## src/hw/rtl/ljas_pkg.sv

```systemverilog
// shared constants, types and the squaring table for the lfsr jump-ahead seed block
package ljas_pkg;

   localparam int unsigned LFSR_WIDTH = 64;
   localparam int unsigned BIT_IDX_WIDTH = 6;

   // feedback polynomial and period of the 64-bit galois lfsr
   localparam logic [LFSR_WIDTH-1:0] POLY = 64'h0000_0000_0000_0007;
   localparam logic signed [LFSR_WIDTH-1:0] PERIOD = 64'sd1317624576693539401;
   localparam logic signed [LFSR_WIDTH-1:0] NEG_PERIOD = -PERIOD;

   // start value: the state after zero steps, which also begins the walk
   localparam logic [LFSR_WIDTH-1:0] LFSR_ONE = 64'h1;

   // count bit the walk starts from; range reduction leaves no count bit above it set
   localparam logic [BIT_IDX_WIDTH-1:0] TOP_BIT = 6'd62;

   typedef logic [LFSR_WIDTH-1:0][LFSR_WIDTH-1:0] sq_table_type;

   typedef enum logic [1:0] {
      ST_IDLE,
      ST_REDUCE,
      ST_SQUARE,
      ST_DONE
   } state_type;

   // one lfsr step
   function automatic logic [LFSR_WIDTH-1:0] lfsr_advance(input logic [LFSR_WIDTH-1:0] x);
      return {x[LFSR_WIDTH-2:0], 1'b0} ^ (x[LFSR_WIDTH-1] ? POLY : '0);
   endfunction

   // entry j holds x^(2j) mod poly
   function automatic sq_table_type build_squares();
      sq_table_type tbl;
      logic [LFSR_WIDTH-1:0] t;
      t = LFSR_ONE;
      for (int j = 0; j < LFSR_WIDTH; j++) begin
         tbl[j] = t;
         t = lfsr_advance(lfsr_advance(t));
      end
      return tbl;
   endfunction

   localparam sq_table_type SQ_TABLE = build_squares();

endpackage

```

## src/hw/rtl/ljas_sqstep.sv

```systemverilog
// square-and-step unit: squares the lfsr state mod poly, then optionally steps it
module ljas_sqstep
   import ljas_pkg::*;
(
   input  logic [LFSR_WIDTH-1:0] value_in,
   input  logic                  step_en,
   output logic [LFSR_WIDTH-1:0] value_out
);

   logic [LFSR_WIDTH-1:0] squared;

   // squaring is linear over gf(2): xor the table rows picked by the set bits
   always_comb begin
      squared = '0;
      for (int j = 0; j < LFSR_WIDTH; j++) begin
         if (value_in[j]) begin
            squared = squared ^ SQ_TABLE[j];
         end
      end
   end

   // one lfsr step when the current count bit is set
   assign value_out = step_en ? lfsr_advance(squared) : squared;

endmodule

```

## src/hw/rtl/lfsr_jump_ahead_seed.sv

```systemverilog
// top level of the lfsr jump-ahead seed generator
//
//   channel   ports                         direction  transfer
//   request   start, busy, req_step_count   in         start high while busy low
//   response  rsp_valid, rsp_lfsr_value     out        rsp_valid high, one cycle
//
// the count is first brought into range, one add or subtract of the period per
// cycle, then the square-and-step unit walks count bits 62 down to 0, one bit
// per cycle, and the done state presents the result. busy is high while the
// sequencer is out of idle: it rises once the transfer is registered and stays
// high through the response cycle. reset returns the sequencer to idle; the
// response cannot be stalled.
module lfsr_jump_ahead_seed
   import ljas_pkg::*;
(
   input  logic                         clock,
   input  logic                         reset,
   input  logic                         start,
   output logic                         busy,
   input  logic signed [LFSR_WIDTH-1:0] req_step_count,
   output logic                         rsp_valid,
   output logic        [LFSR_WIDTH-1:0] rsp_lfsr_value
);

   state_type state_ff, state_in;

   logic signed [LFSR_WIDTH-1:0]    count_ff, count_in;
   logic        [LFSR_WIDTH-1:0]    value_ff, value_in;
   logic        [BIT_IDX_WIDTH-1:0] bit_idx_ff, bit_idx_in;

   logic signed [LFSR_WIDTH-1:0] reduce_sum;
   logic                         count_neg;
   logic                         count_above;
   logic                         accept;
   logic [LFSR_WIDTH-1:0]        sq_value;

   assign accept = start && (state_ff == ST_IDLE);

   // shared adder for range reduction: add the period while negative, else subtract
   assign count_neg   = count_ff[LFSR_WIDTH-1];
   assign reduce_sum  = count_ff + (count_neg ? PERIOD : NEG_PERIOD);
   assign count_above = !reduce_sum[LFSR_WIDTH-1] && (reduce_sum != '0);

   ljas_sqstep u_sqstep (
      .value_in  (value_ff),
      .step_en   (count_ff[bit_idx_ff]),
      .value_out (sq_value)
   );

   // next state
   always_comb begin
      state_in = state_ff;
      unique case (state_ff)
         ST_IDLE: begin
            if (accept) begin
               state_in = ST_REDUCE;
            end
         end
         ST_REDUCE: begin
            if (!count_neg && !count_above) begin
               state_in = ST_SQUARE;
            end
         end
         ST_SQUARE: begin
            if (bit_idx_ff == '0) begin
               state_in = ST_DONE;
            end
         end
         ST_DONE: begin
            state_in = ST_IDLE;
         end
         default: begin
            state_in = ST_IDLE;
         end
      endcase
   end

   // datapath updates
   always_comb begin
      count_in   = count_ff;
      value_in   = value_ff;
      bit_idx_in = bit_idx_ff;
      unique case (state_ff)
         ST_IDLE: begin
            if (accept) begin
               count_in = req_step_count;
            end
         end
         ST_REDUCE: begin
            if (count_neg || count_above) begin
               count_in = reduce_sum;
            end else begin
               // leading zeros keep the value at one, the top set bit makes it two
               value_in   = LFSR_ONE;
               bit_idx_in = TOP_BIT;
            end
         end
         ST_SQUARE: begin
            value_in   = sq_value;
            bit_idx_in = bit_idx_ff - 1'b1;
         end
         ST_DONE: begin
         end
         default: begin
         end
      endcase
   end

   // outputs
   always_comb begin
      busy      = (state_ff != ST_IDLE);
      rsp_valid = (state_ff == ST_DONE);
   end

   assign rsp_lfsr_value = value_ff;

   // control registers
   always_ff @(posedge clock) begin
      if (reset) begin
         state_ff <= ST_IDLE;
      end else begin
         state_ff <= state_in;
      end
   end

   // payload registers
   always_ff @(posedge clock) begin
      count_ff   <= count_in;
      value_ff   <= value_in;
      bit_idx_ff <= bit_idx_in;
   end

`ifndef SYNTHESIS
   // a response is only ever shown while the block is busy
   a_rsp_while_busy: assert property (@(posedge clock) disable iff (reset)
      rsp_valid |-> busy)
      else $error("response strobe while not busy");

   // an accepted request makes the block busy next cycle
   a_busy_after_accept: assert property (@(posedge clock) disable iff (reset)
      (start && !busy) |=> (busy && !rsp_valid))
      else $error("request transfer did not start the sequencer");

   // the block frees up right after the response
   a_idle_after_rsp: assert property (@(posedge clock) disable iff (reset)
      rsp_valid |=> !busy)
      else $error("busy stayed high after the response");

   // the square-and-step walk only starts once the count is in range
   a_square_in_range: assert property (@(posedge clock) disable iff (reset)
      (state_ff == ST_REDUCE && state_in == ST_SQUARE) |->
         (!count_ff[LFSR_WIDTH-1] && count_ff[LFSR_WIDTH-1:LFSR_WIDTH-2] == 2'b00))
      else $error("count out of range at start of the walk");
`endif

endmodule

```

## config.mk

```make
export PLATFORM = sky130hd
export DESIGN_NAME = lfsr_jump_ahead_seed
export DESIGN_NICKNAME = d
export VERILOG_FILES = /design/src/hw/rtl/ljas_pkg.sv /design/src/hw/rtl/ljas_sqstep.sv /design/src/hw/rtl/lfsr_jump_ahead_seed.sv
export SDC_FILE = /design/constraint.sdc
export NUM_CORES = 1
export LEC_CHECK = 0
export ABC_AREA = 1
export BUFFER_PORTS_ARGS = -buffer_cell sky130_fd_sc_hd__buf_4
export CAP_MARGIN = 10
export CORE_MARGIN = 2
export CORE_UTILIZATION = 48
export DETAILED_ROUTE_END_ITERATION = 7
export GPL_ROUTABILITY_DRIVEN = 0
export GPL_TIMING_DRIVEN = 0
export PLACE_DENSITY_LB_ADDON = 0.25
export SLEW_MARGIN = 10
export SYNTH_ARGS = -nofsm -noshare
export SYNTH_HDL_FRONTEND = slang
export SYNTH_SLANG_ARGS = --single-unit
```

## constraint.sdc

```tcl
create_clock -name clock -period 17.41 [get_ports clock]
set_clock_uncertainty 0.2 [all_clocks]
set_input_delay 0.8705 -clock clock [delete_from_list [all_inputs] [get_ports clock]]
set_output_delay 0.8705 -clock clock [all_outputs]
set_load 0.01 [all_outputs]
```

# Word level (Yosys, flattened, before mapping)
# Index checks and enable logic that the tools add are counted.
totals:
  word_cells: 175
  regBits: 136
  romBits: 0
  in_bits: 67
  latchBits: 0
  n_memories: 0
  ramBits: 0
classes:
  div: 0
  n_eq_ne: 8
  magnitude_cmp: 1
  shift: 0
  n_addsub: 2
  mux: 80
  n_bitwise: 64
  n_mul: 0
  n_reduce_logical: 16
op_table:
  columns: ["cell", "n"]
  rows:
  - ["2-to-1 mux 64 bit", 6]
  - ["one-hot mux 64 bit (2 select lines)", 2]
  - ["2-to-1 mux 63 bit", 2]
  - ["2-to-1 mux 61 bit", 2]
  - ["2-to-1 mux 59 bit", 2]
  - ["2-to-1 mux 57 bit", 2]
  - ["2-to-1 mux 55 bit", 2]
  - ["2-to-1 mux 53 bit", 2]
  - ["2-to-1 mux 51 bit", 2]
  - ["2-to-1 mux 49 bit", 2]
  - ["2-to-1 mux 47 bit", 2]
  - ["inverter 3 bit", 31]
  - ["2-to-1 mux 45 bit", 2]
  - ["2-to-1 mux 43 bit", 2]
  - ["2-to-1 mux 41 bit", 2]
  - ["2-to-1 mux 39 bit", 2]
  - ["2-to-1 mux 37 bit", 2]
  - ["2-to-1 mux 35 bit", 2]
  - ["2-to-1 mux 33 bit", 2]
  - ["adder 64 bit", 1]
  - ["nonzero test 64 bit", 1]
  - ["bitwise XOR 64 bit", 1]
  - ["2-to-1 mux 31 bit", 2]
  - ["2-to-1 mux 29 bit", 2]
  - ["other kinds (34)", 93]

# Depth between registers and ports, before layout
logic_depth:
  word_depth: 100
  ltp_mapped: 25
  depth_no_buf: 25

# Cells and area by module
# Synthesis repeated with hierarchy kept, for this count alone.
unflattened:
  hier_cells: 2323
  hier_area_um2: 13850.8
by_module_without_submodules:
  columns: ["mod", "area_per_inst_um2", "seq_area_each_um2", "instances", "cells_each"]
  rows:
  - ["lfsr_jump_ahead_seed", 12047.8, 4063.9, 1, 1889]
  - ["ljas_sqstep", 1803.0, 0.0, 1, 434]

# Worst setup path after synthesis
# No wires, ideal clock.
synth_path:
  path_type: "register to register"
  startpoint: "register count_ff[63]"
  endpoint: "register bit_idx_ff[0] (enable)"
  path_stages_with_launch: 23
  path_slack_ps: 9955
  arrival_ps: 6733
  cell_sequence: "edfxtp_1 inv_1 ha_1 buf_2 nand2_1 nand3_1 nand2_1 nand2_1 nand2_1 nand2_1 nand2_1 nand2_1 nor2_1 nand2_1 nor2_1 nand2_1 nor2_1 nand3_1 nor2_1 nand3_1 nand2_2 nand2_1 a21oi_1"
synth_between:
  elab_chain_len: 7
  word_cells_on_any_way: 8
  cone_classes: "add/sub (1); eq/ne (1); mux (1); reduce/logical (5)"
synth_rtl:
  columns: ["element", "line_no", "text"]
  rows:
  - ["start: declaration", "lfsr_jump_ahead_seed.sv:27", "logic signed [LFSR_WIDTH-1:0] count_ff, count_in;"]
  - ["start signal: assignment", "lfsr_jump_ahead_seed.sv:128", "count_ff <= count_in;"]
  - ["2-to-1 mux 64 bit", "lfsr_jump_ahead_seed.sv:41", "assign reduce_sum = count_ff + (count_neg ? PERIOD : NEG_PERIOD);"]
  - ["adder 64 bit", "lfsr_jump_ahead_seed.sv:41", null]
  - ["nonzero test 64 bit or logical NOT 1 bit (tied branches)", "lfsr_jump_ahead_seed.sv:42", "assign count_above = !reduce_sum[LFSR_WIDTH-1] && (reduce_sum != '0);"]
  - ["logical AND 1 bit", "lfsr_jump_ahead_seed.sv:42", null]
  - ["logical OR 1 bit *", "lfsr_jump_ahead_seed.sv:90", "if (count_neg || count_above) begin"]
  - ["!= test 2 bit (no line) *", null, null]
  - ["AND reduction 2 bit (no line) *", null, null]
  - ["end signal: assignment", "lfsr_jump_ahead_seed.sv:130", "bit_idx_ff <= bit_idx_in;"]
  - ["end: declaration", "lfsr_jump_ahead_seed.sv:29", "logic [BIT_IDX_WIDTH-1:0] bit_idx_ff, bit_idx_in;"]
# Mark *: on every way between the ends. The rest lies on a longest branch, timed or not.
# A chain may end at the register's enable or synchronous reset.

# Worst setup path in the final report
layout_path:
  startpoint: "register count_ff[63]"
  endpoint: "register value_ff[47] (netlist: rsp_lfsr_value[47]) (enable)"
layout_between:
  elab_chain_len: 7
  word_cells_on_any_way: 8
  cone_classes: "add/sub (1); eq/ne (1); mux (1); reduce/logical (5)"
layout_rtl:
  columns: ["element", "line_no", "text"]
  rows:
  - ["2-to-1 mux 64 bit", "lfsr_jump_ahead_seed.sv:41", null]
  - ["adder 64 bit", "lfsr_jump_ahead_seed.sv:41", null]
  - ["nonzero test 64 bit or logical NOT 1 bit (tied branches)", "lfsr_jump_ahead_seed.sv:42", null]
  - ["logical AND 1 bit", "lfsr_jump_ahead_seed.sv:42", null]
  - ["logical OR 1 bit *", "lfsr_jump_ahead_seed.sv:90", null]
  - ["!= test 2 bit (no line) *", null, null]
  - ["AND reduction 2 bit (no line) *", null, null]
  - ["end signal: assignment", "lfsr_jump_ahead_seed.sv:129", "value_ff <= value_in;"]
  - ["end: declaration", "lfsr_jump_ahead_seed.sv:28", "logic [LFSR_WIDTH-1:0] value_ff, value_in;"]
# Marked as above.

==> flow_summary.yaml <==
yosys:
  synthDistinctLibCells: 42
  synth_flop_cell: "edfxtp_1"
  syn-num-nets: 2202
  avgSynthCellArea_sq_um: 6.421
  ys_seq_area_share_pct: 30.66
  ys_ff_latch: 136
  async_reset_ff_share_pct: 0
  netlist_area_sq_um: 13250
  syn_inst: 2064
  synth-edff-count: 134
  yosysWarnings: 0
layout:
  final_cell_mix: "nand2_1 (717), inv_1 (360), nor2_1 (203)"
  diodes: 0
  syn_to_final_growth_pct: 16.28
  finalNetCount: 2358
  layout_commonest_cell: "nand2_1"
  fin_util_pct: 57.03
  final_cells: 2574
  drive_above_1_share_pct: 10.79
  fill_cells: 2577
critical_path:
  path_buf_inv: 4
  reg2reg_from: "count_ff[63]"
  slowest_stage: "edfxtp_1"
  crit_top_cell: "nand2_1"
  crit_path_end_kind: "flip-flop"
  crit_family: "simple AND/OR/NAND/NOR gates"
  crit_path_start_kind: "flip-flop"
  slowest_delay_ns: 0.80
  startpoint: "count_ff[63]"
  reg2regPathDepth: 23
  crit_fanout: 26
  cp.required_ns: 17.35
  path_depth: 23
  worst-endpoint-arrival_ns: 6.06
  worstPathCellList: "inv_2 > buf_12 > ha_1 > nand2_1 > nor2_1 > nand3_1 > nand3_1 > nand2_1 > nand2_1 > nand2_1 > nand2_1 > nand2_1 > nand2_1 > nand2_1 > nor2_1 > nand2_1 > nor2_1 > nand3_1 > nand2_2 > nand2_1 > a21oi_4 > buf_12 > buf_16"
  crit_type: "flip-flop to flip-flop"
run_status:
  status: "complete, but fails checks"
  violations: "design-rule violations"
sta:
  fin_crit_ns: 6.114
  final-max-slew-violation-count: 0
  finalCritPeriodShare_pct: 35.11
  setup_viol: 0
  hold_viol_final: 0
  rsz0062_at_grt: "false"
  fmax_mhz: 163.6
  tightest_slew_ns: 0.8653
  hold_slack_ns: 0.4308
  finalSetupTns_ns: 0
  maxSlewHeadroom_pct: 42.32
min_path:
  hold_depth: 2
  holdCritPathClass: "flip-flop to flip-flop"
  hold_start: "bit_idx_ff[5]"
grt:
  grt_pass1_wl_mm: 71.33
  grt_max_degree: 54
  overflow: 0
  antenna_found_initial: 0
  grt_pass1_vias: 13390
  grt_util_all_layers_pct: 32.21
clock_network:
  ctsHoldBuffers: 0
  clkTransAtPathRegs_ns: 0.07
  cts_inserted_buffers: 17
  cts-root-buf: "clkbuf_16"
  cts-htree-levels: 4
  tritoncts: "built"
  clkLatencyLatePin_ns: 0.44
  cts_setup_buffers: 0
  clockBufferDepth: 2
  cts-resized-gates: 0
  cts_sinks: 136
route:
  dr.pass1.iters: 8
  wl_per_cell_microns: 18.03
  drt_iter0_drc: 1739
  via_per_inst: 5.557
  via_count: 14300
  drc: 4
  routed_wl_mm: 46.40
  ant_nets: 0
die:
  coreArea_sq_um: 27030
  dieArea_sq_um: 28960
  ios: 133
  die_x_microns: 170.2
  die_h_microns: 170.2
  initial_core_util_pct: 49.04
  rows: 60
job:
  drv_cap: 0
place:
  dp.cells: 2541
  io_buffer_count: 132
  hpwl_mm: 37.60
==> layer usage <==
layer / global-route usage [%] / part of all wire [%]
met4: 16.46 / 5.2
met3: 3.837 / 9.9
met1: 42.10 / 40
met5: 0 / 0
met2: 52.60 / 45
==> cell type report <==
type,instances,area (sq um),share of cell area [%]
multi-input combinational,1512,7620,49.44
timing repair buffer,137,1114,7.225
sequential,136,4064,26.37
buffer,45,188.9,1.226
clock buffer,17,425.4,2.760
tap,341,426.7,2.768
clock inverter,15,178.9,1.161
inverter,371,1395,9.052
==> per-stage QoR <==
step                      setup WS, ns  instance area, sq um
after global routing             11.10                 15410
final                            11.30                 15410
after detailed placement         10.91                 14780
after floorplan                  9.955                 13250
after global placement           6.309                 14670
after CTS                        10.88                 15380
==> synth_stat cells (2+ instances only) <==
cell type | number | area [sq um]
nand2_1 | 717 | 2691
inv_1 | 362 | 1359
nor2_1 | 203 | 762.0
edfxtp_1 | 134 | 4024
o21ai_0 | 116 | 580.6
a21oi_1 | 90 | 450.4
ha_1 | 70 | 875.8
nand3_1 | 60 | 300.3
xnor2_1 | 45 | 394.1
xor2_1 | 33 | 289.0
a211oi_1 | 29 | 217.7
clkbuf_1 | 29 | 108.9
nand4_1 | 20 | 125.1
buf_2 | 16 | 80.08
o22ai_1 | 16 | 100.1
a31oi_1 | 15 | 93.84
nand3b_1 | 15 | 112.6
nor2_2 | 15 | 93.84
nand2_2 | 13 | 81.33
nor3_1 | 11 | 55.05
nor3_2 | 7 | 70.07
inv_2 | 6 | 22.52
nand3_2 | 6 | 60.06
o21bai_1 | 6 | 45.04
and3_1 | 3 | 18.77
clkinv_1 | 3 | 11.26
nor4_1 | 3 | 18.77
o21ai_1 | 3 | 15.01
dfxtp_1 | 2 | 40.04
nor2_4 | 2 | 22.52
o2111ai_1 | 2 | 17.52
o211ai_1 | 2 | 15.01
==> worst reg2reg max path, cell delays in order, from the launching register on <==
cell and delay, ns:
edfxtp_1 0.80, inv_2 0.40, buf_12 0.29, ha_1 0.38, nand2_1 0.13, nor2_1 0.37, nand3_1 0.18, nand3_1 0.28
nand2_1 0.14, nand2_1 0.21, nand2_1 0.10, nand2_1 0.08, nand2_1 0.04, nand2_1 0.18, nand2_1 0.08, nor2_1 0.12
nand2_1 0.06, nor2_1 0.22, nand3_1 0.18, nand2_2 0.15, nand2_1 0.12, a21oi_4 0.63, buf_12 0.28, buf_16 0.20
==> state kept, by name, indices dropped and copies added, names as in the netlist <==
register / flops
bit_idx_ff: 6
rsp_lfsr_value: 64
count_ff: 64
state_ff: 2
==> worst paths after layout <==
check,endpoint,slack (ns)
worst min-delay path,bit_idx_ff[5],0.43
worst max-delay path,rsp_lfsr_value[47],11.30
worst max register to register,rsp_lfsr_value[47],11.30
worst min register to register,bit_idx_ff[5],0.43
==> kinds of logic after synthesis <==
| logic type | share of synthesized area (%) |
|---|---|
| AND/OR/NAND/NOR | 33.48 |
| buffers and inverters | 11.93 |
| AO/OA/AOI/OAI | 11.89 |
| flip-flops | 30.66 |
| XOR/XNOR | 5.277 |
| adder cells (fa/ha/maj) | 6.759 |
Power is not shown: default switching activity piles up to over one toggle a cycle in this logic, so the estimate is an artifact.
